`src/hw/rtl/wmqf_pkg.sv`:
```
`default_nettype none

package wmqf_pkg;

	// Window geometry
	localparam int MAX_WINDOW = 32;
	localparam int IDX_W      = $clog2(MAX_WINDOW);
	localparam int CNT_W      = $clog2(MAX_WINDOW + 1);

	localparam logic [7:0] GAP_BYTE = 8'h2D;

	// Register indexes
	typedef enum logic [1:0] {
		REG_WINDOW_SIZE    = 2'd0,
		REG_DIFF_QUAL_MIN  = 2'd1,
		REG_WIN_QUAL_MIN   = 2'd2,
		REG_WIN_MAX_MISM   = 2'd3
	} cfg_reg_t;

	localparam logic [5:0] WINDOW_SIZE_RST   = 6'd11;
	localparam logic [7:0] DIFF_QUAL_MIN_RST = 8'd30;
	localparam logic [7:0] WIN_QUAL_MIN_RST  = 8'd25;
	localparam logic [5:0] WIN_MAX_MISM_RST  = 6'd2;

	typedef struct packed {
		logic [7:0]  query_char;
		logic [7:0]  target_char;
		logic [7:0]  query_quality;
		logic        first_column;
		logic [31:0] target_start;
	} in_word_t;

	typedef struct packed {
		logic [31:0] target_position;
		logic [7:0]  target_base;
		logic [7:0]  query_base;
	} out_word_t;

	typedef struct packed {
		logic [5:0] window_size;
		logic [7:0] diff_quality_min;
		logic [7:0] window_quality_min;
		logic [5:0] window_max_mismatches;
	} cfg_t;

	// One upper-cased alignment column
	typedef struct packed {
		logic [7:0] q;
		logic [7:0] t;
		logic [7:0] qual;
	} column_t;

	// Running summary of the newest columns up to a cell
	typedef struct packed {
		logic [CNT_W-1:0] mism_cnt;
		logic [7:0]       min_qual;
		logic             gap;
	} prefix_t;

	localparam prefix_t PREFIX_EMPTY = '{mism_cnt: '0, min_qual: 8'hFF, gap: 1'b0};

	function automatic logic [7:0] upcase(input logic [7:0] c);
		logic [7:0] r;
		r = c;
		if (c >= 8'h61 && c <= 8'h7A) begin
			r = c - 8'h20;
		end
		return r;
	endfunction

	function automatic logic col_gap(input column_t c);
		return (c.q == GAP_BYTE) || (c.t == GAP_BYTE);
	endfunction

endpackage

`default_nettype wire

```
`src/hw/rtl/wmqf_cell.sv`:
```
`default_nettype none

module wmqf_cell (
	input  wire logic             clk,
	input  wire logic             shift,
	input  wire wmqf_pkg::column_t new_col,
	input  wire wmqf_pkg::column_t prev_col,
	input  wire wmqf_pkg::prefix_t prev_pre,
	output wmqf_pkg::column_t     col,
	output wmqf_pkg::prefix_t     pre
);
	import wmqf_pkg::*;

	column_t col_q;
	prefix_t pre_q;
	prefix_t pre_d;

	// Fold the newest column into the neighbor's summary
	always_comb begin
		pre_d.mism_cnt = prev_pre.mism_cnt + CNT_W'(new_col.q != new_col.t);
		pre_d.min_qual = (new_col.qual < prev_pre.min_qual) ? new_col.qual : prev_pre.min_qual;
		pre_d.gap      = prev_pre.gap | col_gap(new_col);
	end

	// Advance one place down the chain on every accepted word
	always_ff @(posedge clk) begin
		if (shift) begin
			col_q <= prev_col;
			pre_q <= pre_d;
		end
	end

	assign col = col_q;
	assign pre = pre_q;

endmodule

`default_nettype wire

```
`src/hw/rtl/wmqf_judge.sv`:
```
`default_nettype none

module wmqf_judge (
	input  wire logic                                          clk,
	input  wire logic                                          arst_n,
	input  wire wmqf_pkg::cfg_t                                cfg,
	input  wire logic                                          valid,
	input  wire logic [wmqf_pkg::CNT_W-1:0]                    seen,
	input  wire logic [31:0]                                   pos,
	input  wire wmqf_pkg::column_t [wmqf_pkg::MAX_WINDOW-1:0]  cols,
	input  wire wmqf_pkg::prefix_t [wmqf_pkg::MAX_WINDOW-1:0]  pres,
	input  wire logic                                          out_ready,
	output logic                                               advance,
	output logic                                               out_valid,
	output wmqf_pkg::out_word_t                                out_word
);
	import wmqf_pkg::*;

	logic [6:0]       ws_ext;
	logic [CNT_W-1:0] w_eff;
	logic [IDX_W-1:0] last_idx;
	logic [IDX_W-1:0] center;
	column_t          ce;
	prefix_t          lp;
	logic             center_ok;
	logic             win_ok;
	logic             hit;
	logic             out_valid_q;
	out_word_t        out_word_q;

	// Clamp window size into 1..MAX_WINDOW
	always_comb begin
		ws_ext = 7'(cfg.window_size);
		if (ws_ext == 7'd0) begin
			w_eff = CNT_W'(1);
		end else if (ws_ext > 7'(MAX_WINDOW)) begin
			w_eff = CNT_W'(MAX_WINDOW);
		end else begin
			w_eff = CNT_W'(ws_ext);
		end
		last_idx = IDX_W'(w_eff - CNT_W'(1));
		center   = IDX_W'(w_eff - CNT_W'(1) - (w_eff >> 1));
	end

	// Judge the center column and the whole window
	always_comb begin
		ce        = cols[center];
		lp        = pres[last_idx];
		center_ok = !col_gap(ce) && (ce.q != ce.t) && (ce.qual >= cfg.diff_quality_min);
		win_ok    = !lp.gap && (lp.min_qual >= cfg.window_quality_min)
			&& (7'(lp.mism_cnt) <= 7'(cfg.window_max_mismatches));
		hit       = valid && (seen >= w_eff) && center_ok && win_ok;
		advance   = !hit || !out_valid_q || out_ready;
	end

	// Output register: load a hit, drop the word once taken
	always_ff @(posedge clk or negedge arst_n) begin
		if (!arst_n) begin
			out_valid_q <= 1'b0;
		end else if (hit && advance) begin
			out_valid_q <= 1'b1;
		end else if (out_ready) begin
			out_valid_q <= 1'b0;
		end
	end

	always_ff @(posedge clk) begin
		if (hit && advance) begin
			out_word_q.target_position <= pos - 32'(center);
			out_word_q.target_base     <= ce.t;
			out_word_q.query_base      <= ce.q;
		end
	end

	assign out_valid = out_valid_q;
	assign out_word  = out_word_q;

endmodule

`default_nettype wire

```
`src/hw/rtl/windowed_mismatch_quality_filter.sv`:
```
// An accepted column word is registered into the row of window cells, and a hit judged
// from the cell row is then registered into the output register. Throughput: one column
// word per cycle while in_ready is high; the row of window cells shifts once per accepted word.
// Input stalls only while a judged hit meets an untaken word in the output register.
// Reset (arst_n low, asynchronous) clears the column count, target counter,
// pipeline valids and loads the register defaults; cell contents are not cleared.
`default_nettype none

module windowed_mismatch_quality_filter (
	input  wire logic                clk,
	input  wire logic                arst_n,
	input  wire logic                in_valid,
	output logic                     in_ready,
	input  wire wmqf_pkg::in_word_t  in_word,
	output logic                     out_valid,
	input  wire logic                out_ready,
	output wmqf_pkg::out_word_t      out_word,
	input  wire logic                cfg_valid,
	output logic                     cfg_ready,
	input  wire logic [1:0]          cfg_index,
	input  wire logic [7:0]          cfg_data
);
	import wmqf_pkg::*;

	cfg_t                         cfg_q;
	logic                         accept;
	logic                         advance;
	logic                         s1_v_q;
	logic [31:0]                  pos_s1;
	logic [CNT_W-1:0]             seen_q;
	logic [31:0]                  tcnt_q;
	logic [31:0]                  tbase;
	column_t                      new_col;
	column_t [MAX_WINDOW-1:0]     cols;
	prefix_t [MAX_WINDOW-1:0]     pres;

	// Configuration registers
	assign cfg_ready = 1'b1;

	always_ff @(posedge clk or negedge arst_n) begin
		if (!arst_n) begin
			cfg_q.window_size           <= WINDOW_SIZE_RST;
			cfg_q.diff_quality_min      <= DIFF_QUAL_MIN_RST;
			cfg_q.window_quality_min    <= WIN_QUAL_MIN_RST;
			cfg_q.window_max_mismatches <= WIN_MAX_MISM_RST;
		end else if (cfg_valid) begin
			case (cfg_reg_t'(cfg_index))
				REG_WINDOW_SIZE:   cfg_q.window_size           <= cfg_data[5:0];
				REG_DIFF_QUAL_MIN: cfg_q.diff_quality_min      <= cfg_data;
				REG_WIN_QUAL_MIN:  cfg_q.window_quality_min    <= cfg_data;
				REG_WIN_MAX_MISM:  cfg_q.window_max_mismatches <= cfg_data[5:0];
				default: ;
			endcase
		end
	end

	// Input handshake
	assign in_ready = !s1_v_q || advance;
	assign accept   = in_valid && in_ready;

	always_comb begin
		new_col.q    = upcase(in_word.query_char);
		new_col.t    = upcase(in_word.target_char);
		new_col.qual = in_word.query_quality;
		tbase        = in_word.first_column ? in_word.target_start : tcnt_q;
	end

	// Column count and target counter
	always_ff @(posedge clk or negedge arst_n) begin
		if (!arst_n) begin
			s1_v_q <= 1'b0;
			seen_q <= '0;
			tcnt_q <= '0;
		end else begin
			s1_v_q <= accept || (s1_v_q && !advance);
			if (accept) begin
				if (in_word.first_column) begin
					seen_q <= CNT_W'(1);
				end else if (seen_q != CNT_W'(MAX_WINDOW)) begin
					seen_q <= seen_q + CNT_W'(1);
				end
				if (new_col.q == GAP_BYTE || new_col.t != GAP_BYTE) begin
					tcnt_q <= tbase + 32'd1;
				end else begin
					tcnt_q <= tbase;
				end
			end
		end
	end

	always_ff @(posedge clk) begin
		if (accept) begin
			pos_s1 <= tbase;
		end
	end

	// Row of window cells, newest column in cell 0
	genvar gi;
	generate
		for (gi = 0; gi < MAX_WINDOW; gi++) begin : g_cell
			if (gi == 0) begin : g_head
				wmqf_cell u_cell (
					.clk      (clk),
					.shift    (accept),
					.new_col  (new_col),
					.prev_col (new_col),
					.prev_pre (PREFIX_EMPTY),
					.col      (cols[gi]),
					.pre      (pres[gi])
				);
			end else begin : g_body
				wmqf_cell u_cell (
					.clk      (clk),
					.shift    (accept),
					.new_col  (new_col),
					.prev_col (cols[gi-1]),
					.prev_pre (pres[gi-1]),
					.col      (cols[gi]),
					.pre      (pres[gi])
				);
			end
		end
	endgenerate

	// Window judgment and output register
	wmqf_judge u_judge (
		.clk       (clk),
		.arst_n    (arst_n),
		.cfg       (cfg_q),
		.valid     (s1_v_q),
		.seen      (seen_q),
		.pos       (pos_s1),
		.cols      (cols),
		.pres      (pres),
		.out_ready (out_ready),
		.advance   (advance),
		.out_valid (out_valid),
		.out_word  (out_word)
	);

`ifndef NO_ASSERTIONS
	a_seen_bound: assert property (@(posedge clk) disable iff (!arst_n)
		seen_q <= CNT_W'(MAX_WINDOW))
		else $error("column count above window depth");

	a_first_restart: assert property (@(posedge clk) disable iff (!arst_n)
		accept && in_word.first_column |=> seen_q == CNT_W'(1))
		else $error("new alignment did not restart column count");

	a_out_mismatch: assert property (@(posedge clk) disable iff (!arst_n)
		out_valid |-> (out_word.query_base != out_word.target_base)
			&& (out_word.query_base != GAP_BYTE) && (out_word.target_base != GAP_BYTE))
		else $error("reported word is not a mismatch");

	a_stall_cause: assert property (@(posedge clk) disable iff (!arst_n)
		!in_ready |-> s1_v_q && out_valid && !out_ready)
		else $error("input stalled without a waiting result");
`endif

endmodule

`default_nettype wire

```
`config.mk`:
```
export PLATFORM = sky130hd
export DESIGN_NAME = windowed_mismatch_quality_filter
export DESIGN_NICKNAME = d
export VERILOG_FILES = /design/src/hw/rtl/wmqf_pkg.sv /design/src/hw/rtl/wmqf_cell.sv /design/src/hw/rtl/wmqf_judge.sv /design/src/hw/rtl/windowed_mismatch_quality_filter.sv
export SDC_FILE = /design/constraint.sdc
export NUM_CORES = 2
export LEC_CHECK = 0
export BUFFER_PORTS_ARGS = -buffer_cell sky130_fd_sc_hd__buf_2
export CORE_MARGIN = 8
export CORE_UTILIZATION = 58
export DETAILED_ROUTE_END_ITERATION = 10
export PLACE_DENSITY = 0.85
export SETUP_SLACK_MARGIN = 0.2
export SYNTH_ARGS = -nofsm -noshare
export SYNTH_HDL_FRONTEND = slang
export SYNTH_HIERARCHICAL = 1
export SYNTH_SLANG_ARGS = --single-unit
```
`constraint.sdc`:
```
create_clock -name clk -period 40.4 [get_ports clk]
set_input_delay 8.08 -clock clk [delete_from_list [all_inputs] [get_ports clk]]
set_output_delay 8.08 -clock clk [all_outputs]
set_load 0.01 [all_outputs]
```
==> run_results.csv <==
group,metric,value,unit
route,via_per_inst,6.54,
cts,numCtsBuffers,144,
setup_path,crit_start,"cfg_q[26]",
global_routing,antenna_found_initial,6,
route,via_count,44500,
finish,regArea,41600,um^2
synth,synth_flop_cell,"edfxtp_1",
finish,synthToLayoutAreaGrowth,10.3,%
cts,cts_tree,"built",
cts,insertion_delay,0.79,ns
global_routing,busiest_layer,"met2",
cts,cts_sinks,1396,
timing,slew_headroom,17.0,%
setup_path,cp_common_cell,"nand2_1",
timing,finalSetupTns,0,ns
synth,synth-edff-count,1328,
timing,period_needed,17.82,ns
worst_hold_path,min_to,"g_cell[7].g_body.u_cell/col[16]",
synth,yosysUniqueCellTypes,88,
setup_path,path_cells,"nor4_1 > nor2_1 > nor2_4 > ha_4 > fa_4 > buf_4 > buf_4 > mux4_2 > mux4_2 > nand2_1 > nand2_1 > ha_1 > nand2_1 > o21ai_0 > nand2_1 > nor3_1 > o2111a_1 > nand3_1 > nand2b_1 > buf_2",
finish,fillers,8268,
setup_path,slowest_delay,1.37,ns
route,final_antenna_net_count,0,
cts,hold_buffers,0,
floorplan,start_util,58.1,%
setup_path,cp-start-kind,"flip-flop",
placement,placed_cell_area,75500,um^2
synth,synth_warnings,6,
setup_path,end_kind,"output port",
pwr,total_power,4.77,mW
synth,synth_xor_area_share,5.73,%
global_routing,grt_max_degree,221,
timing,skew,0.0574,ns
setup_path,cp_data_arrival_time,9.74,ns
finish,drive_gt1_share,22.9,%
timing,fin_hold_ws,0.442,ns
synth,synthCells,4804,
route,avgRoutedWirePerCell,24.7,um
cts,post-cts-setup-buffer-count,0,
setup_path,critPathKind,"flip-flop to output port",
placement,post-dp-hpwl,99600,um
timing,setup_viol_count_final,0,
global_routing,grt_pass1_wl,262000,um
setup_path,slowest_stage,"fa_4",
synth,synth_area,72700,um^2
global_routing,grt_use_met3,4.12,%
finish,finalInstanceArea,80200,um^2
global_routing,grt.overflow.total,0,
synth,synth_seq_cells,1396,
placement,placed_cells,6536,
floorplan,ios,123,
floorplan,die-area,137000,um^2
synth,synthAdderAreaFrac,5.75,%
setup_path,reg2reg_to,"seen_q[4]",
global_routing,grt_pass1_vias,45700,
timing,finalCritPeriodShare,44.1,%
setup_path,ff2ff_setup_slack,27.26,ns
route,drcViolationCount,0,
pwr,p_leak,29.5,nW
worst_hold_path,hold_depth,0,
pwr,power_density,59.4,nW/um^2
cts,clock-root-buffer,"clkbuf_16",
placement,io_buffer_count,121,
cts,path_clk_slew,0.07,ns
floorplan,rows,130,
global_routing,track_usage,24.1,%
finish,final_util,64.1,%
route,wl,168000,um
timing,setup_slack,22.58,ns
global_routing,use_met1,32.0,%
setup_path,reg2regPathDepth,28,
timing,tightest_slew,1.24,ns
worst_hold_path,hp-class,"flip-flop to flip-flop",
timing,drv_slew,0,
setup_path,crit_fanout,86,
synth,synth_compound_gate_area_share,5.07,%
floorplan,core,125000,um^2
finish,stdcell_count,6793,
route,first_iter_violations,4863,
run_status,outcome,"completed",
placement,finalWeightedCongestion,0.842,
cts,clock_path_buffers,3,
floorplan,die_w,370,um
synth,async_flop_share,4.87,%
synth,synth_top_family_by_area,"multiplexers",
synth,synth_area_per_cell,15.1,um^2
synth,synth-simple-area-share,6.89,%
worst_hold_path,holdCritStartpoint,"g_cell[6].g_body.u_cell/col[16]",
timing,hold_violations,0,
setup_path,cp.required,32.32,ns
floorplan,die_h,370,um
flow_run,maxCapViolCount,0,
timing,fmax,56.1,MHz
synth,synth_mux_area_share,16.7,%
placement,pre_cts_ws,23.42,ns
cts,cts.htree.levels,4,
finish,multiInputGateArea,29500,um^2
global_routing,grtUsageMet2,39.9,%
synth,ys_seq_area_share,57.2,%
timing,rsz0062_at_grt,"no",
setup_path,regToRegStartpoint,"cfg_q[26]",
finish,fin_nets,5437,
route,first_pass_iters,6,
cts,post_cts_resize_count,0,
pwr,vdd_drop_max,56.0,uV
-- routing by layer --
layer  wire length (um)  share of wire, %
met1              64600                39
met2              82500                49
met3              14200               8.5
met4               6460               3.8
met5                  0                 0
-- worst max-delay path by stage --
stage,endpoint,slack [ns],cells after the start
after floorplan,seen_q[2],14.26,7
after global placement,in_ready,23.46,5
after detailed placement,in_ready,23.42,5
after CTS,in_ready,22.55,20
after global routing,in_ready,22.24,20
final,in_ready,22.58,20
-- cell usage after synthesis, types with 18 or more instances --
| cell | n | share of area (%) |
|---|---|---|
| a2111o_1 | 32 | 0.50 |
| a211oi_1 | 47 | 0.49 |
| a211oi_4 | 32 | 0.88 |
| a21oi_1 | 112 | 0.77 |
| and4b_1 | 36 | 0.50 |
| buf_1 | 18 | 0.093 |
| buf_2 | 39 | 0.27 |
| clkbuf_1 | 52 | 0.27 |
| dfrtp_1 | 57 | 2.0 |
| edfxtp_1 | 1328 | 55 |
| ha_1 | 331 | 5.7 |
| inv_1 | 330 | 1.7 |
| mux2_2 | 330 | 5.1 |
| mux2i_1 | 64 | 0.88 |
| mux4_2 | 347 | 11 |
| nand2_1 | 317 | 1.6 |
| nand2b_1 | 48 | 0.41 |
| nand3_1 | 57 | 0.39 |
| nand4_1 | 45 | 0.39 |
| nand4b_1 | 35 | 0.42 |
| nor2_1 | 123 | 0.63 |
| nor3_1 | 20 | 0.14 |
| nor4_1 | 77 | 0.66 |
| nor4b_1 | 34 | 0.41 |
| o21ai_0 | 122 | 0.84 |
| or4b_2 | 32 | 0.44 |
| xnor2_1 | 124 | 1.5 |
| xor2_1 | 348 | 4.2 |
-- worst max-delay path: cells and delay by family, from the launching register on --
kind / cells / cell delay, ns
and+or+nand+nor: 10 / 2.49
muxes: 2 / 0.93
AOI/OAI and AO/OA: 2 / 0.71
DFF: 1 / 0.46
adders and majority gates: 3 / 2.18
buffers and inverters: 3 / 2.13
-- sequential cells by signal, summed over array words and instances (netlist names) --
| register | flops |
|---|---|
| seen_q | 6 |
| pos_s1 | 32 |
| tcnt_q | 32 |
| g_cell.g_body.u_cell/col | 744 |
| u_judge/out_word | 48 |
| g_cell.g_head.u_cell/col | 24 |
| s1_v_q | 1 |
| g_cell.g_body.u_cell/pre | 465 |
| u_judge/out_valid | 1 |
| g_cell.g_head.u_cell/pre | 15 |
| cfg_q | 28 |
-- where the power goes --
| group | internal [mW] | switching, mW | total [mW] |
|---|---|---|---|
| clock | 0.761 | 0.574 | 1.34 |
| sequential | 1.75 | 0.0910 | 1.84 |
| combinational | 0.687 | 0.904 | 1.59 |
| total | 3.20 | 1.57 | 4.77 |
-- final cells by class --
class | instances | area share, %
diodes | 5 | 0.0156
repair buffers | 182 | 1.36
flip-flops and latches | 1396 | 51.9
inverters | 339 | 1.60
well taps | 1650 | 2.57
clock buffers | 187 | 4.85
multi-input cells | 2969 | 36.7
clock inverters | 65 | 1.00
-- logic make-up after synthesis --
family / after synthesis
other: 2
AO/OA/AOI/OAI: 487
multiplexers: 741
adder cells (fa/ha/maj): 333
flip-flops: 1396
XOR/XNOR: 474
AND/OR/NAND/NOR: 903
buffers and inverters: 468
-- cells in the final DEF, fill, tap and decap left out, types with 36 or more instances in the layout --
master / instances
nand2b_1: 48
o21ai_0: 121
mux4_2: 347
buf_2: 120
dfrtp_1: 57
mux2i_1: 64
nand3_1: 57
xor2_1: 347
edfxtp_1: 1328
nor4_1: 77
a21oi_1: 111
nand4_1: 45
inv_1: 330
a211oi_1: 47
mux2_2: 330
xnor2_1: 122
ha_1: 330
nand2_1: 315
clkbuf_16: 145
nor2_1: 122
buf_4: 60
and4b_1: 36
(Power assumes the default switching activity.)
